**src/design/mlr_pkg.sv**
```systemverilog
// ----------------------------------------------------------------------------
// mlr_pkg: shared types and constants of the midpoint line rasterizer
// Port field widths, the request kind code and the pixel record.
// ----------------------------------------------------------------------------
package mlr_pkg;

    localparam int IO_COORD_W = 12;
    localparam int COLOR_W    = 24;

    typedef enum logic
    {
        ACT_LOAD = 1'b0,
        ACT_STEP = 1'b1
    } action_t;

    typedef struct packed
    {
        logic                  last;
        logic [COLOR_W-1:0]    color;
        logic [IO_COORD_W-1:0] y;
        logic [IO_COORD_W-1:0] x;
    } pixel_t;

endpackage

```
**src/design/mlr_line_setup.sv**
```systemverilog
// ----------------------------------------------------------------------------
// mlr_line_setup: line setup for a load request
// Orders the endpoints along the major axis and derives the initial decision
// value and its straight and diagonal increments.
// ----------------------------------------------------------------------------
module mlr_line_setup
    import mlr_pkg::*;
#(
    parameter int COORD_BITS = 12
)
(
    input  logic [COORD_BITS-1:0]        sx,
    input  logic [COORD_BITS-1:0]        sy,
    input  logic [COORD_BITS-1:0]        ex,
    input  logic [COORD_BITS-1:0]        ey,
    output logic                         x_major,
    output logic                         minor_down,
    output logic [COORD_BITS-1:0]        first_x,
    output logic [COORD_BITS-1:0]        first_y,
    output logic [COORD_BITS-1:0]        major_end,
    output logic signed [COORD_BITS+2:0] decision,
    output logic signed [COORD_BITS+2:0] straight_add,
    output logic signed [COORD_BITS+2:0] diagonal_add
);

    localparam int DW = COORD_BITS + 3;

    logic signed [DW-1:0] dx;
    logic signed [DW-1:0] dy;
    logic signed [DW-1:0] ax;
    logic signed [DW-1:0] ay;
    logic signed [DW-1:0] ndx;
    logic signed [DW-1:0] ndy;
    logic                 swap;

    assign dx = $signed({3'b000, ex}) - $signed({3'b000, sx});
    assign dy = $signed({3'b000, ey}) - $signed({3'b000, sy});
    assign ax = dx[DW-1] ? -dx : dx;
    assign ay = dy[DW-1] ? -dy : dy;

    assign x_major = (ax >= ay);
    // swap so that the major coordinate increases
    assign swap    = x_major ? (sx > ex) : (sy > ey);
    assign ndx     = swap ? -dx : dx;
    assign ndy     = swap ? -dy : dy;

    assign minor_down = x_major ? ndy[DW-1] : ndx[DW-1];
    assign first_x    = swap ? ex : sx;
    assign first_y    = swap ? ey : sy;
    assign major_end  = x_major ? (swap ? sx : ex) : (swap ? sy : ey);

    assign decision     = x_major ? (ax - (ay <<< 1)) : ((ax <<< 1) - ay);
    assign straight_add = x_major ? -(ay <<< 1) : (ax <<< 1);
    assign diagonal_add = (ax - ay) <<< 1;

endmodule

```
**src/design/mlr_out_skid.sv**
```systemverilog
// ----------------------------------------------------------------------------
// mlr_out_skid: pixel output register with one skid entry
// Holds a finished pixel for the consumer and catches one more while stalled.
// ----------------------------------------------------------------------------
module mlr_out_skid
    import mlr_pkg::*;
(
    input  logic   clk,
    input  logic   rst_n,
    input  logic   in_valid,
    input  pixel_t in_data,
    output logic   in_ready,
    output logic   out_valid,
    output pixel_t out_data,
    input  logic   out_ready
);

    logic   out_valid_reg;
    logic   out_valid_next;
    pixel_t out_data_reg;
    pixel_t out_data_next;
    logic   skid_valid_reg;
    logic   skid_valid_next;
    pixel_t skid_data_reg;
    pixel_t skid_data_next;

    assign in_ready  = !skid_valid_reg;
    assign out_valid = out_valid_reg;
    assign out_data  = out_data_reg;

    always_comb
    begin
        out_valid_next  = out_valid_reg;
        out_data_next   = out_data_reg;
        skid_valid_next = skid_valid_reg;
        skid_data_next  = skid_data_reg;
        if (!out_valid_reg || out_ready)
        begin
            if (skid_valid_reg)
            begin
                out_valid_next  = 1'b1;
                out_data_next   = skid_data_reg;
                skid_valid_next = 1'b0;
            end
            else
            begin
                out_valid_next = in_valid;
                if (in_valid)
                begin
                    out_data_next = in_data;
                end
            end
        end
        else if (in_valid)
        begin
            skid_valid_next = 1'b1;
            skid_data_next  = in_data;
        end
    end

    always_ff @(posedge clk or negedge rst_n)
    begin
        if (!rst_n)
        begin
            out_valid_reg  <= 1'b0;
            skid_valid_reg <= 1'b0;
        end
        else
        begin
            out_valid_reg  <= out_valid_next;
            skid_valid_reg <= skid_valid_next;
        end
    end

    always_ff @(posedge clk)
    begin
        out_data_reg  <= out_data_next;
        skid_data_reg <= skid_data_next;
    end

endmodule

```
**src/design/midpoint_line_rasterizer_top.sv**
```systemverilog
// ----------------------------------------------------------------------------
// midpoint_line_rasterizer_top: integer midpoint line generator
// Load requests set up a line; each step request emits one pixel of it.
// ----------------------------------------------------------------------------
// A step request's pixel is loaded into the output register on accept, or
// into the skid entry while the pixel side stalls. Throughput: one request per
// cycle while s_tready is high; the pixel is computed by one add and compare
// on the line state, which is updated in the same cycle. A one-entry skid
// behind the output register keeps s_tready high until it holds a pixel.
// Reset (rst_n low, asynchronous): idle, no line loaded, output empty.
// ----------------------------------------------------------------------------
module midpoint_line_rasterizer_top
    import mlr_pkg::*;
#(
    parameter int COORD_BITS = 12
)
(
    input  logic        clk,
    input  logic        rst_n,
    // request side
    input  logic        s_tvalid,
    output logic        s_tready,
    // [11:0] start_x, [23:12] start_y, [35:24] end_x, [47:36] end_y,
    // [71:48] line_color
    input  logic [71:0] s_tdata,
    // [0] action (0 load, 1 step)
    input  logic        s_tuser,
    // pixel side
    output logic        m_tvalid,
    input  logic        m_tready,
    // [11:0] pixel_x, [23:12] pixel_y, [47:24] pixel_color
    output logic [47:0] m_tdata,
    // last pixel of the line
    output logic        m_tlast
);

    localparam int CB = COORD_BITS;
    localparam int DW = COORD_BITS + 3;
    localparam logic [CB-1:0] COORD_ONE = CB'(1);

    // request fields, resized to the internal coordinate width
    logic [CB+IO_COORD_W-1:0] sx_ext;
    logic [CB+IO_COORD_W-1:0] sy_ext;
    logic [CB+IO_COORD_W-1:0] ex_ext;
    logic [CB+IO_COORD_W-1:0] ey_ext;
    logic [COLOR_W-1:0]       in_color;
    action_t                  in_action;

    assign sx_ext    = {{CB{1'b0}}, s_tdata[11:0]};
    assign sy_ext    = {{CB{1'b0}}, s_tdata[23:12]};
    assign ex_ext    = {{CB{1'b0}}, s_tdata[35:24]};
    assign ey_ext    = {{CB{1'b0}}, s_tdata[47:36]};
    assign in_color  = s_tdata[71:48];
    assign in_action = action_t'(s_tuser);

    // line state
    logic                 busy_reg;
    logic                 busy_next;
    logic                 first_pending_reg;
    logic                 first_pending_next;
    logic                 x_major_reg;
    logic                 x_major_next;
    logic                 minor_down_reg;
    logic                 minor_down_next;
    logic [CB-1:0]        pos_x_reg;
    logic [CB-1:0]        pos_x_next;
    logic [CB-1:0]        pos_y_reg;
    logic [CB-1:0]        pos_y_next;
    logic [CB-1:0]        major_end_reg;
    logic [CB-1:0]        major_end_next;
    logic signed [DW-1:0] decision_reg;
    logic signed [DW-1:0] decision_next;
    logic signed [DW-1:0] straight_reg;
    logic signed [DW-1:0] straight_next;
    logic signed [DW-1:0] diagonal_reg;
    logic signed [DW-1:0] diagonal_next;
    logic [COLOR_W-1:0]   color_reg;
    logic [COLOR_W-1:0]   color_next;

    // setup results for a load
    logic                 ld_x_major;
    logic                 ld_minor_down;
    logic [CB-1:0]        ld_first_x;
    logic [CB-1:0]        ld_first_y;
    logic [CB-1:0]        ld_major_end;
    logic signed [DW-1:0] ld_decision;
    logic signed [DW-1:0] ld_straight;
    logic signed [DW-1:0] ld_diagonal;

    mlr_line_setup #(
        .COORD_BITS (COORD_BITS)
    ) u_setup (
        .sx           (sx_ext[CB-1:0]),
        .sy           (sy_ext[CB-1:0]),
        .ex           (ex_ext[CB-1:0]),
        .ey           (ey_ext[CB-1:0]),
        .x_major      (ld_x_major),
        .minor_down   (ld_minor_down),
        .first_x      (ld_first_x),
        .first_y      (ld_first_y),
        .major_end    (ld_major_end),
        .decision     (ld_decision),
        .straight_add (ld_straight),
        .diagonal_add (ld_diagonal)
    );

    logic                 s_accept;
    logic                 diag;
    logic [CB-1:0]        minor_x;
    logic [CB-1:0]        minor_y;
    logic [CB-1:0]        step_x;
    logic [CB-1:0]        step_y;
    logic signed [DW-1:0] step_decision;
    logic                 step_last;
    logic                 res_valid;
    pixel_t               res_pixel;
    logic [CB+IO_COORD_W-1:0] px_ext;
    logic [CB+IO_COORD_W-1:0] py_ext;
    pixel_t               out_pixel;

    assign s_accept = s_tvalid && s_tready;

    // X major goes diagonal on a negative decision, Y major on a non-negative one
    assign diag    = x_major_reg ? decision_reg[DW-1] : !decision_reg[DW-1];
    assign minor_x = minor_down_reg ? pos_x_reg - COORD_ONE : pos_x_reg + COORD_ONE;
    assign minor_y = minor_down_reg ? pos_y_reg - COORD_ONE : pos_y_reg + COORD_ONE;

    always_comb
    begin
        step_x        = pos_x_reg;
        step_y        = pos_y_reg;
        step_decision = decision_reg;
        // the first step emits the start point unchanged
        if (!first_pending_reg)
        begin
            step_decision = decision_reg + (diag ? diagonal_reg : straight_reg);
            if (x_major_reg)
            begin
                step_x = pos_x_reg + COORD_ONE;
                step_y = diag ? minor_y : pos_y_reg;
            end
            else
            begin
                step_y = pos_y_reg + COORD_ONE;
                step_x = diag ? minor_x : pos_x_reg;
            end
        end
    end

    assign step_last = ((x_major_reg ? step_x : step_y) == major_end_reg);

    always_comb
    begin
        busy_next          = busy_reg;
        first_pending_next = first_pending_reg;
        x_major_next       = x_major_reg;
        minor_down_next    = minor_down_reg;
        pos_x_next         = pos_x_reg;
        pos_y_next         = pos_y_reg;
        major_end_next     = major_end_reg;
        decision_next      = decision_reg;
        straight_next      = straight_reg;
        diagonal_next      = diagonal_reg;
        color_next         = color_reg;
        res_valid          = 1'b0;
        if (s_accept)
        begin
            unique case (in_action)
                ACT_LOAD:
                begin
                    // drop any line in progress and load the new one
                    busy_next          = 1'b1;
                    first_pending_next = 1'b1;
                    x_major_next       = ld_x_major;
                    minor_down_next    = ld_minor_down;
                    pos_x_next         = ld_first_x;
                    pos_y_next         = ld_first_y;
                    major_end_next     = ld_major_end;
                    decision_next      = ld_decision;
                    straight_next      = ld_straight;
                    diagonal_next      = ld_diagonal;
                    color_next         = in_color;
                end
                ACT_STEP:
                begin
                    if (busy_reg)
                    begin
                        res_valid          = 1'b1;
                        first_pending_next = 1'b0;
                        pos_x_next         = step_x;
                        pos_y_next         = step_y;
                        decision_next      = step_decision;
                        busy_next          = !step_last;
                    end
                end
                default:
                begin
                    res_valid = 1'b0;
                end
            endcase
        end
    end

    always_ff @(posedge clk or negedge rst_n)
    begin
        if (!rst_n)
        begin
            busy_reg          <= 1'b0;
            first_pending_reg <= 1'b0;
            x_major_reg       <= 1'b0;
            minor_down_reg    <= 1'b0;
            pos_x_reg         <= '0;
            pos_y_reg         <= '0;
            major_end_reg     <= '0;
            decision_reg      <= '0;
            straight_reg      <= '0;
            diagonal_reg      <= '0;
            color_reg         <= '0;
        end
        else
        begin
            busy_reg          <= busy_next;
            first_pending_reg <= first_pending_next;
            x_major_reg       <= x_major_next;
            minor_down_reg    <= minor_down_next;
            pos_x_reg         <= pos_x_next;
            pos_y_reg         <= pos_y_next;
            major_end_reg     <= major_end_next;
            decision_reg      <= decision_next;
            straight_reg      <= straight_next;
            diagonal_reg      <= diagonal_next;
            color_reg         <= color_next;
        end
    end

    // resize the coordinates to the fixed output width
    assign px_ext = {{IO_COORD_W{1'b0}}, step_x};
    assign py_ext = {{IO_COORD_W{1'b0}}, step_y};

    assign res_pixel.x     = px_ext[IO_COORD_W-1:0];
    assign res_pixel.y     = py_ext[IO_COORD_W-1:0];
    assign res_pixel.color = color_reg;
    assign res_pixel.last  = step_last;

    mlr_out_skid u_out (
        .clk       (clk),
        .rst_n     (rst_n),
        .in_valid  (res_valid),
        .in_data   (res_pixel),
        .in_ready  (s_tready),
        .out_valid (m_tvalid),
        .out_data  (out_pixel),
        .out_ready (m_tready)
    );

    assign m_tdata = {out_pixel.color, out_pixel.y, out_pixel.x};
    assign m_tlast = out_pixel.last;

    // a load leaves a line ready to emit its start point
    a_load_arms: assert property (@(posedge clk) disable iff (!rst_n)
        (s_accept && in_action == ACT_LOAD) |=> (busy_reg && first_pending_reg))
        else $error("load did not arm the line");

    // the final pixel ends the line
    a_last_ends: assert property (@(posedge clk) disable iff (!rst_n)
        (res_valid && step_last) |=> !busy_reg)
        else $error("line still busy after its last pixel");

    // requests stall only while a pixel is held at the output
    a_stall_held: assert property (@(posedge clk) disable iff (!rst_n)
        !s_tready |-> m_tvalid)
        else $error("request side stalled with an empty output");

endmodule

```
**config.mk**
```make
export PLATFORM = sky130hd
export DESIGN_NAME = midpoint_line_rasterizer_top
export DESIGN_NICKNAME = d
export VERILOG_FILES = /design/src/design/mlr_pkg.sv /design/src/design/mlr_line_setup.sv /design/src/design/mlr_out_skid.sv /design/src/design/midpoint_line_rasterizer_top.sv
export SDC_FILE = /design/constraint.sdc
export NUM_CORES = 1
export LEC_CHECK = 0
export BUFFER_PORTS_ARGS = -buffer_cell sky130_fd_sc_hd__buf_2
export CORE_UTILIZATION = 25
export CTS_CLUSTER_DIAMETER = 30
export DETAILED_ROUTE_END_ITERATION = 16
export PLACE_DENSITY = 0.38
export SYNTH_ARGS = -nofsm -noshare
export SYNTH_HDL_FRONTEND = slang
export SYNTH_SLANG_ARGS = --single-unit
```
**constraint.sdc**
```tcl
create_clock -name clk -period 4.8 [get_ports clk]
set_input_delay 0.48 -clock clk [delete_from_list [all_inputs] [get_ports clk]]
set_output_delay 0.48 -clock clk [all_outputs]
set_load 0.02 [all_outputs]
```
==> flow_metrics.py <==
metrics = {
    "outcome": {
        "status": "completed",
    },
    "power": {
        "combinationalPowerShare_pct": 51.7,
        "p_leak_uw": 0.00983,
        "p_clk_share_pct": 29.2,
        "power.switching_uw": 5430,
        "intPower_uw": 8900,
        "power_frac_seq_pct": 19.1,
        "p_sw_share_pct": 37.9,
        "vdd_ir_drop_max_v": 0.000301,
        "p_per_area_mw_per_mm2": 637,
    },
    "global_routing": {
        "grt_pass1_wl_um": 85000,
        "first_global_vias": 14300,
        "grt.total_usage_pct": 18.0,
        "grt_overflow": 0,
        "grt_max_degree": 64,
        "antenna_found_initial": 0,
    },
    "clock_network": {
        "clk_pin_slew_ns": 0.05,
        "clk_latency_ns": 0.62,
        "cts_buffer_depth": 3,
        "tritoncts": "yes",
        "cts-htree-levels": 2,
        "cts_root_buf": "clkbuf_16",
        "cts_buffers": 60,
        "clkSinkCount": 206,
    },
    "routing": {
        "num_vias": 14300,
        "drcViolationCount": 0,
        "top_layer_used": "met4",
        "drt.antenna.violating_nets": 0,
        "met1_length_um": 26300,
        "initialDrtViolationCount": 867,
        "drt_first_pass_iters": 7,
        "totalWireLength_um": 55700,
        "wl_per_cell_um": 18.6,
        "met2_length_um": 25300,
        "wl_met3_um": 2530,
        "viasPerCell": 4.79,
    },
    "finish": {
        "layout-drive-gt1-share_pct": 37.1,
        "final_core_util_pct": 38.0,
        "nNetsFinal": 2327,
        "fillCellCount": 6023,
        "area_growth_pct": 49.3,
        "fin_area_mm2": 0.0225,
        "instances_no_fill": 2989,
        "antennaDiodeCount": 0,
    },
    "setup_path": {
        "worst_setup_path_end_kind": "flip-flop",
        "arrival_ns": 5.26,
        "crit_top_cell": "inv_1",
        "regToRegSetupSlack_ns": 0.54,
        "crit_path_max_incr_delay_ns": 0.33,
        "cp_top_family": "compound AO/OA/AOI/OAI gates",
        "cp_slowest_cell": "ha_1",
        "required_ns": 5.28,
        "crit_buf_inv": 9,
        "start_kind": "primary input",
        "crit_fanout": 6,
        "worstSetupPathType": "in -> reg",
    },
    "die": {
        "core-area_mm2": 0.0592,
        "placementRows": 89,
        "io_pins": 128,
        "start_util_pct": 25.4,
        "die-area_mm2": 0.0613,
        "die_h_um": 248,
        "die_w_um": 248,
    },
    "timing": {
        "holdWs_ns": 0.0594,
        "setup_viol": 0,
        "fin_crit_sh_pct": 99.4,
        "slew_headroom_pct": 40.4,
        "fmax_ghz": 0.210,
        "skew_ns": 0.0440,
        "rsz0062_at_grt": "yes",
        "setup_tns_ns": 0,
        "hold_viol": 0,
        "post-route-min-period_ns": 4.77,
        "slew_violations": 0,
        "tightest_slew_ns": 0.890,
    },
    "flow_run": {
        "drv_cap": 0,
    },
    "placed_design": {
        "gp_congestion": 0.864,
        "portBuffers": 127,
        "placedCellCount": 2834,
        "dp_hpwl_um": 42400,
        "placed_area_mm2": 0.0191,
    },
    "synth": {
        "synth_cells": 1680,
        "syn_avg_cell_area_um2": 8.97,
        "yosysTopAreaCellShare_pct": 19.5,
        "netlist_area_mm2": 0.0151,
        "synth_edf_count": 98,
        "synth_flop_cell": "dfrtp_1",
        "yosysWarningCount": 0,
        "seq_area_frac_synth_pct": 37.5,
        "yosys_register_bits": 206,
        "synthArstFlopShare_pct": 52.4,
        "yosys.area.top_type": "edfxtp_1",
        "yosysUniqueCellTypes": 93,
        "synth.area.top_cells": "edfxtp_1, dfrtp_1, ha_1",
    },
    "worst_hold_path": {
        "min_path_type": "in -> reg",
    },
}
[cell families (layout without fill, tap and decap cells)]
kind of cell,count (synthesis),count (layout),share of synthesized area [%]
DFF,206,206,37.5
adders and majority gates,92,92,7.80
buffers and inverters,170,704,4.42
and+or+nand+nor,547,547,16.4
muxes,97,97,7.04
xor gates and xnor gates,125,125,7.41
other,2,4,0.0498
AOI/OAI and AO/OA,441,441,19.4
[synthesized netlist by cell type, types with 16 or more instances]
library cell	instances
a21o_1	19
clkbuf_1	60
o21ai_1	16
dfrtp_1	108
xnor2_1	64
nand3_1	29
a21oi_1	116
nor3_1	35
a31oi_1	23
edfxtp_1	98
xor2_1	58
nor2b_1	20
and3_1	18
ha_1	77
inv_1	86
o21ai_0	115
nand2_1	248
mux2i_1	34
nor2_1	126
mux2_2	62
[layer usage]
layer	vias up	track usage [%]
met5	-	0
met4	0	6.10
met3	87	2.53
met2	335	28.6
met1	6861	25.0
li1	7047	-
[cells in the final DEF, fill, tap and decap left out, drive strengths merged, types with 10 or more instances in the layout]
cell type | synthesis | routed
a21oi | 117 | 117
bufinv | 0 | 11
and3 | 18 | 18
o211ai | 12 | 12
a221oi | 14 | 14
mux2 | 62 | 62
nand2 | 248 | 248
a211oi | 12 | 12
nand2b | 10 | 10
nor3 | 35 | 35
o21a | 14 | 14
edfxtp | 98 | 98
a21o | 19 | 19
inv | 88 | 88
o311ai | 11 | 11
nor2b | 20 | 20
clkbuf | 60 | 78
clkinv | 1 | 17
ha | 77 | 77
nor2 | 126 | 126
mux2i | 35 | 35
xor2 | 59 | 59
dfrtp | 108 | 108
nand4 | 14 | 14
xnor2 | 66 | 66
buf | 21 | 502
o21ai | 131 | 131
nand3 | 29 | 29
a31oi | 23 | 23
[final timing paths]
path | cells past startpoint | end | from
worst max-delay path | 27 | pos_y_reg[2] | s_tdata[15]
worst min register to register | 0 | u_out.skid_data_reg[31] | color_reg[7]
min in group asynchronous | 2 | color_reg[7] | rst_n
worst max register to register | 17 | decision_reg[14] | decision_reg[14]
worst min-delay path | 3 | color_reg[3] | s_tdata[51]
max in group asynchronous | 3 | major_end_reg[11] | rst_n
[metrics by stage]
step	power [µW]	setup slack, ns
4_1_cts	13800	-0.0127
3_5_place_dp	9370	-1.08
3_3_place_gp	9300	-1.04
5_1_grt	15300	-0.129
2_1_floorplan	6740	-0.228
6_report	14300	0.0273
[power groups by stage]
stage                     Clock, µW  Combinational, µW  Sequential, µW
after floorplan                   0               4080            2660
after global placement            0               6550            2750
after detailed placement          0               6610            2760
after CTS                      4280               6830            2740
after global routing           4370               8160            2800
final                          4180               7410            2740
[timing repair]
action                                 4_1_cts  5_1_grt
endpoints found under the hold margin       31        0
setup endpoints to repair                   57       69
resized for setup                           37      133
pin swaps                                   23       78
buffers inserted                            11       33
gates cloned                                 0        1
hold buffers                                 1        0
[final cells by class]
| type | instances | area [µm²] | share of cell area (%) |
|---|---|---|---|
| well taps | 773 | 967 | 4.30 |
| inverters | 89 | 347 | 1.54 |
| repair buffers | 504 | 3700 | 16.4 |
| flip-flops and latches | 206 | 5650 | 25.1 |
| multi-input cells | 1306 | 9670 | 43.0 |
| clock buffers | 77 | 1650 | 7.31 |
| clock inverters | 34 | 524 | 2.33 |
[worst register-to-register path: cells and delay by family, from the launching register on]
family,cells,cell delay [ns]
compound gates,7,1.76
xor+xnor,2,0.47
fa+ha+maj,1,0.28
buf+inv,1,0.19
flops,1,0.38
mux,1,0.39
simple gates,5,0.68
Note: power is estimated with default switching activity, not from simulation.
